**config.mk**
```make
export PLATFORM = sky130hd
export DESIGN_NAME = sgp_mulq
export DESIGN_NICKNAME = d
export VERILOG_FILES = /design/src/hdl/staggered_goertzel_phasor_defines.svh /design/src/hdl/sgp_pkg.sv /design/src/hdl/sgp_mulq.sv
export SDC_FILE = /design/constraint.sdc
export NUM_CORES = 2
export LEC_CHECK = 0
export ABC_AREA = 1
export BUFFER_PORTS_ARGS = -buffer_cell sky130_fd_sc_hd__buf_2
export CORE_AREA = 2 2 182 318
export DETAILED_ROUTE_END_ITERATION = 16
export DIE_AREA = 0 0 184 320
export GPL_TIMING_DRIVEN = 0
export PLACE_DENSITY = 0.76
export SLEW_MARGIN = 10
export SYNTH_ARGS = -nofsm -noshare
export SYNTH_HDL_FRONTEND = slang
export SYNTH_SLANG_ARGS = --single-unit
export TNS_END_PERCENT = 20
```
**constraint.sdc**
```tcl
create_clock -name clk_i -period 7.7 [get_ports clk_i]
set_input_delay 0.385 -clock clk_i [delete_from_list [all_inputs] [get_ports clk_i]]
set_output_delay 0.385 -clock clk_i [all_outputs]
set_load 0.02 [all_outputs]
```
**src/hdl/staggered_goertzel_phasor_defines.svh**
```systemverilog
// Assertion macros used by the staggered Goertzel phasor top level.
`ifndef STAGGERED_GOERTZEL_PHASOR_DEFINES_SVH
`define STAGGERED_GOERTZEL_PHASOR_DEFINES_SVH
`ifndef SYNTHESIS
`define SGP_ASSERT(lbl, prop, msg) \
  lbl: assert property (@(posedge clk_i) disable iff (!rst_ni) prop) else $error(msg);
`define SGP_ASSERT_NORST(lbl, prop, msg) \
  lbl: assert property (@(posedge clk_i) prop) else $error(msg);
`else
`define SGP_ASSERT(lbl, prop, msg)
`define SGP_ASSERT_NORST(lbl, prop, msg)
`endif
`endif

```
**src/hdl/sgp_pkg.sv**
```systemverilog
// Constants, types and tables of the staggered Goertzel phasor block.
package sgp_pkg;
  localparam int NUM_SUMS      = 4;
  localparam int SAMPLE_BITS   = 16;
  localparam int MAX_POINTS    = 256;
  localparam int POINTS_RESET  = 40;
  localparam int CORDIC_ITERS  = 30;
  localparam int CORDIC_GAIN24 = 10188012;

  localparam int IDX_W      = $clog2(NUM_SUMS);
  localparam int CNT_W      = $clog2(MAX_POINTS + 1);
  localparam int ITER_W     = $clog2(CORDIC_ITERS);
  localparam int DELAY_W    = 48;
  localparam int OPC_W      = 25;
  localparam int PROD_W     = 2 * OPC_W;
  localparam int MACC_W     = 58;
  localparam int CFG_IDX_W  = 3;
  localparam int CFG_DATA_W = 18;

  localparam logic [CFG_IDX_W-1:0] REG_POINTS = 3'd0;
  localparam logic [CFG_IDX_W-1:0] REG_COEF_A = 3'd1;
  localparam logic [CFG_IDX_W-1:0] REG_COEF_WY = 3'd2;
  localparam logic [CFG_IDX_W-1:0] REG_TWO_OVER_N = 3'd3;
  localparam logic [CFG_IDX_W-1:0] REG_BASE_FREQ = 3'd4;

  typedef struct packed {
    logic lo_en;
    logic hi_en;
  } mul_ctrl_t;

  function automatic logic [31:0] atan_angle(input logic [ITER_W-1:0] i);
    logic [31:0] r;
    case (i)
      5'd0:  r = 32'd536870912;
      5'd1:  r = 32'd316933406;
      5'd2:  r = 32'd167458907;
      5'd3:  r = 32'd85004756;
      5'd4:  r = 32'd42667331;
      5'd5:  r = 32'd21354465;
      5'd6:  r = 32'd10679838;
      5'd7:  r = 32'd5340245;
      5'd8:  r = 32'd2670163;
      5'd9:  r = 32'd1335087;
      5'd10: r = 32'd667544;
      5'd11: r = 32'd333772;
      5'd12: r = 32'd166886;
      5'd13: r = 32'd83443;
      5'd14: r = 32'd41722;
      5'd15: r = 32'd20861;
      5'd16: r = 32'd10430;
      5'd17: r = 32'd5215;
      5'd18: r = 32'd2608;
      5'd19: r = 32'd1304;
      5'd20: r = 32'd652;
      5'd21: r = 32'd326;
      5'd22: r = 32'd163;
      5'd23: r = 32'd81;
      5'd24: r = 32'd41;
      5'd25: r = 32'd20;
      5'd26: r = 32'd10;
      5'd27: r = 32'd5;
      5'd28: r = 32'd3;
      5'd29: r = 32'd1;
      default: r = 32'd0;
    endcase
    return r;
  endfunction
endpackage

```
**src/hdl/sgp_mulq.sv**
```systemverilog
// Shared two-pass multiplier: floor(v*c/2^16) from split partial products.
module sgp_mulq import sgp_pkg::*; (
  input  logic                      clk_i,
  input  mul_ctrl_t                 ctrl_i,
  input  logic signed [DELAY_W-1:0] v_i,
  input  logic signed [OPC_W-1:0]   c_i,
  output logic signed [MACC_W-1:0]  m_o
);
  logic signed [OPC_W-1:0]  piece;
  logic signed [PROD_W-1:0] prod;
  logic signed [PROD_W-1:0] lo_q;
  logic signed [PROD_W-1:0] hi_q;

  assign piece = ctrl_i.hi_en ? $signed({v_i[DELAY_W-1], v_i[DELAY_W-1:24]})
                              : $signed({1'b0, v_i[23:0]});
  assign prod  = piece * c_i;

  always_ff @(posedge clk_i) begin
    if (ctrl_i.lo_en) begin
      lo_q <= prod;
    end
    if (ctrl_i.hi_en) begin
      hi_q <= prod;
    end
  end

  assign m_o = (MACC_W'(hi_q) <<< 8) + MACC_W'(lo_q >>> 16);
endmodule

```
==> flow_summary.toml <==
[timing]
fin_ws_ps = -0.4574
finalHoldViolations = 0
min_period_over_period = 1.000
fmax_mhz = 129.9
setup_viol_count_final = 1
whs_ps = 425.1
tightestPinTransition_ps = 1286
maxSlewViolCount = 0
slew-limit-headroom = 0.1335
min_period_ps = 7700

[clock_tree]
htreeDepth = 3
numCtsBuffers = 9
clockBufferDepth = 2
cts_tree = "yes"
clk_pin_slew_worst_paths_ps = 60
clock-sinks = 84
root_buffer = "clkbuf_16"

[global_route]
grt_usage = 0.4591
grt_pass1_vias = 30120
grt_overflow = 0
grt_antenna_before_repair = 8
grt_max_degree = 58
grt_pass1_wl_um = 188600

[logic_synthesis]
synth_compound_area_frac = 0.02434
ys.flop_type = "edfxtp_1"
synth_top_family_by_area = "adder cells"
async_reset_ff_frac = 0
synthSimpleGateAreaFrac = 0.2366
yosys_warnings = 0
synth_cell_type_count = 37
synth_edf_count = 84
synth_mux_area_frac = 0
yosysSeqAreaShare = 0.08058
synth.avg_cell_area_um2 = 7.714
synthAdderAreaFrac = 0.4974
netlist_area_mm2 = 0.03130
syn-num-nets = 4983
synthXorXnorAreaFrac = 0.01847
synthesis.instances = 4058
synth-seq-cells = 84

[detailed_routing]
drc = 0
viasPerCell = 5.701
ant_nets = 0
vias = 28000
drt-wirelength-per-cell_um = 25.97
routed_wl_um = 127600
drtPass1Iterations = 6
first_iter_violations = 2084

[finish]
layout-drive-gt1-share = 0.1014
multiInputGateArea_mm2 = 0.02448
layout_commonest_cell = "nand2_1"
syn2layout_area_growth_pct = 6.871
nNetsFinal = 5122
layout.area.seq_mm2 = 0.002522
layout_common_cells = "nand2_1, inv_1, fa_1, nor2_1, ha_1"
fillCellCount = 5446

[place]
dp_slack_ps = -1006
gp_congestion = 1.042
io_buffers = 132
dp_hpwl_um = 107100

[critical_path]
cp-end-kind = "register"
critical_path_class = "input pin to register"
cp_slowest_stage_delay_ps = 950
path_cells = "buf_2 -> inv_1 -> clkbuf_1 -> nor2_1 -> fa_1 -> inv_1 -> fa_1 -> inv_1 -> fa_1 -> fa_1 -> fa_1 -> fa_1 -> inv_1 -> fa_1 -> inv_1 -> ha_1 -> nand2_1 -> nor2_2 -> nand2_1 -> nor2_4 -> nand3b_1 -> nand4_1 -> nand2_1"
crit_path_start_kind = "input pin"
cp_common_cell = "fa_1"
worst_ep_required_time_ps = 7750
critPathMaxFanout = 10
cp.arrival_ps = 7750
critPathSlowestCell = "clkbuf_1"

[floorplanning]
die_x_um = 184
fp.dieArea_mm2 = 0.05888
core-area_mm2 = 0.05612
start_util = 0.5578
io_pins = 134
rows = 115
chipHeight_um = 320

[status]
status = "complete, but fails checks"
violations = "setup timing"

[min_path]
hp-class = "input pin to register"

[job]
drv_cap = 0
==> through the flow <==
step | TNS (ps) | util | instances | cell area (µm²)
5_1_grt | -33.05 | 0.5959 | 4905 | 33440
4_1_cts | 0 | 0.5929 | 4908 | 33270
6_report | -0.4574 | 0.5962 | 4912 | 33450
3_3_place_gp | -74280 | 0.5853 | 4892 | 32840
3_5_place_dp | -45400 | 0.5853 | 4892 | 32850
2_1_floorplan | 0 | - | 4058 | 31300
==> cells in the mapped netlist, types with 3 or more instances <==
cell type | number | area share
nand4_1 | 36 | 0.0072
fa_1 | 659 | 0.42
xor2_1 | 41 | 0.011
buf_2 | 35 | 0.0056
nor3_2 | 8 | 0.0026
nand3b_1 | 3 | 0.00072
ha_1 | 190 | 0.076
nand3_2 | 11 | 0.0035
buf_4 | 16 | 0.0038
a21oi_1 | 88 | 0.014
or2_1 | 8 | 0.0016
nor2_1 | 470 | 0.056
nand3_1 | 78 | 0.012
o21bai_1 | 5 | 0.0012
clkbuf_1 | 55 | 0.0066
inv_1 | 993 | 0.12
nor2_2 | 28 | 0.0056
o21ai_0 | 30 | 0.0048
xnor2_1 | 25 | 0.0070
nand2_4 | 8 | 0.0029
or2_2 | 35 | 0.0070
nor2_4 | 13 | 0.0047
clkinv_1 | 3 | 0.00036
nand2_2 | 25 | 0.0050
a21o_1 | 4 | 0.00096
edfxtp_1 | 84 | 0.081
buf_6 | 5 | 0.0018
nand2_1 | 1022 | 0.12
inv_2 | 45 | 0.0054
a21oi_2 | 7 | 0.0020
nor3_1 | 14 | 0.0022
or2_0 | 4 | 0.00080
==> final cells by class <==
cell class	instances	share of cell area
antenna	8	0.0005984
buffer	106	0.01754
clock buffer	9	0.006732
clock inverter	7	0.003890
inverter	1041	0.1171
multi-input combinational	2822	0.7318
sequential	84	0.07540
tap	702	0.02625
timing repair buffer	133	0.02064
==> kinds of logic (layout without fill, tap and decap cells) <==
logic type | after synthesis | count (layout)
AOI/OAI and AO/OA | 140 | 140
xor gates and xnor gates | 66 | 66
adders and majority gates | 849 | 849
buffers and inverters | 1152 | 1296
DFF | 84 | 84
other | 0 | 8
and+or+nand+nor | 1767 | 1767
==> critical path, delay by kind of cell <==
kind | cells | cell delay (ps)
buf+inv | 7 | 1680
fa+ha+maj | 8 | 4170
simple gates | 8 | 1490
==> sequential cells by signal, summed over array words and instances, names as in the netlist <==
name and cells:
hi_q 50, lo_q 34
==> routing by layer <==
metal,vias to the layer above,track usage,wire [µm]
li1,12010,-,-
met1,13450,0.4083,35820
met2,1650,0.7607,60710
met3,885,0.1376,10960
met4,4,0.5358,20050
met5,-,0,28
==> final timing paths <==
check | end | slack [ps] | startpoint | depth (start not counted)
worst max-delay path | lo_q[37]$_DFFE_PP_ | -0.5 | c_i[11] | 23
worst min-delay path | hi_q[1]$_DFFE_PP_ | 430 | ctrl_i[0] | 1
==> repair_timing <==
action                                  CTS  global route
buffers inserted                          0             1
hold buffers                              0             0
hold endpoints to repair                  0             0
pin swaps                                 0             3
resized for setup                        16            63
endpoints found under the setup margin   60            60
Power is left out: the tool's default activity adds up to more than one toggle a clock period on the data nets, which glitch-free logic cannot reach.
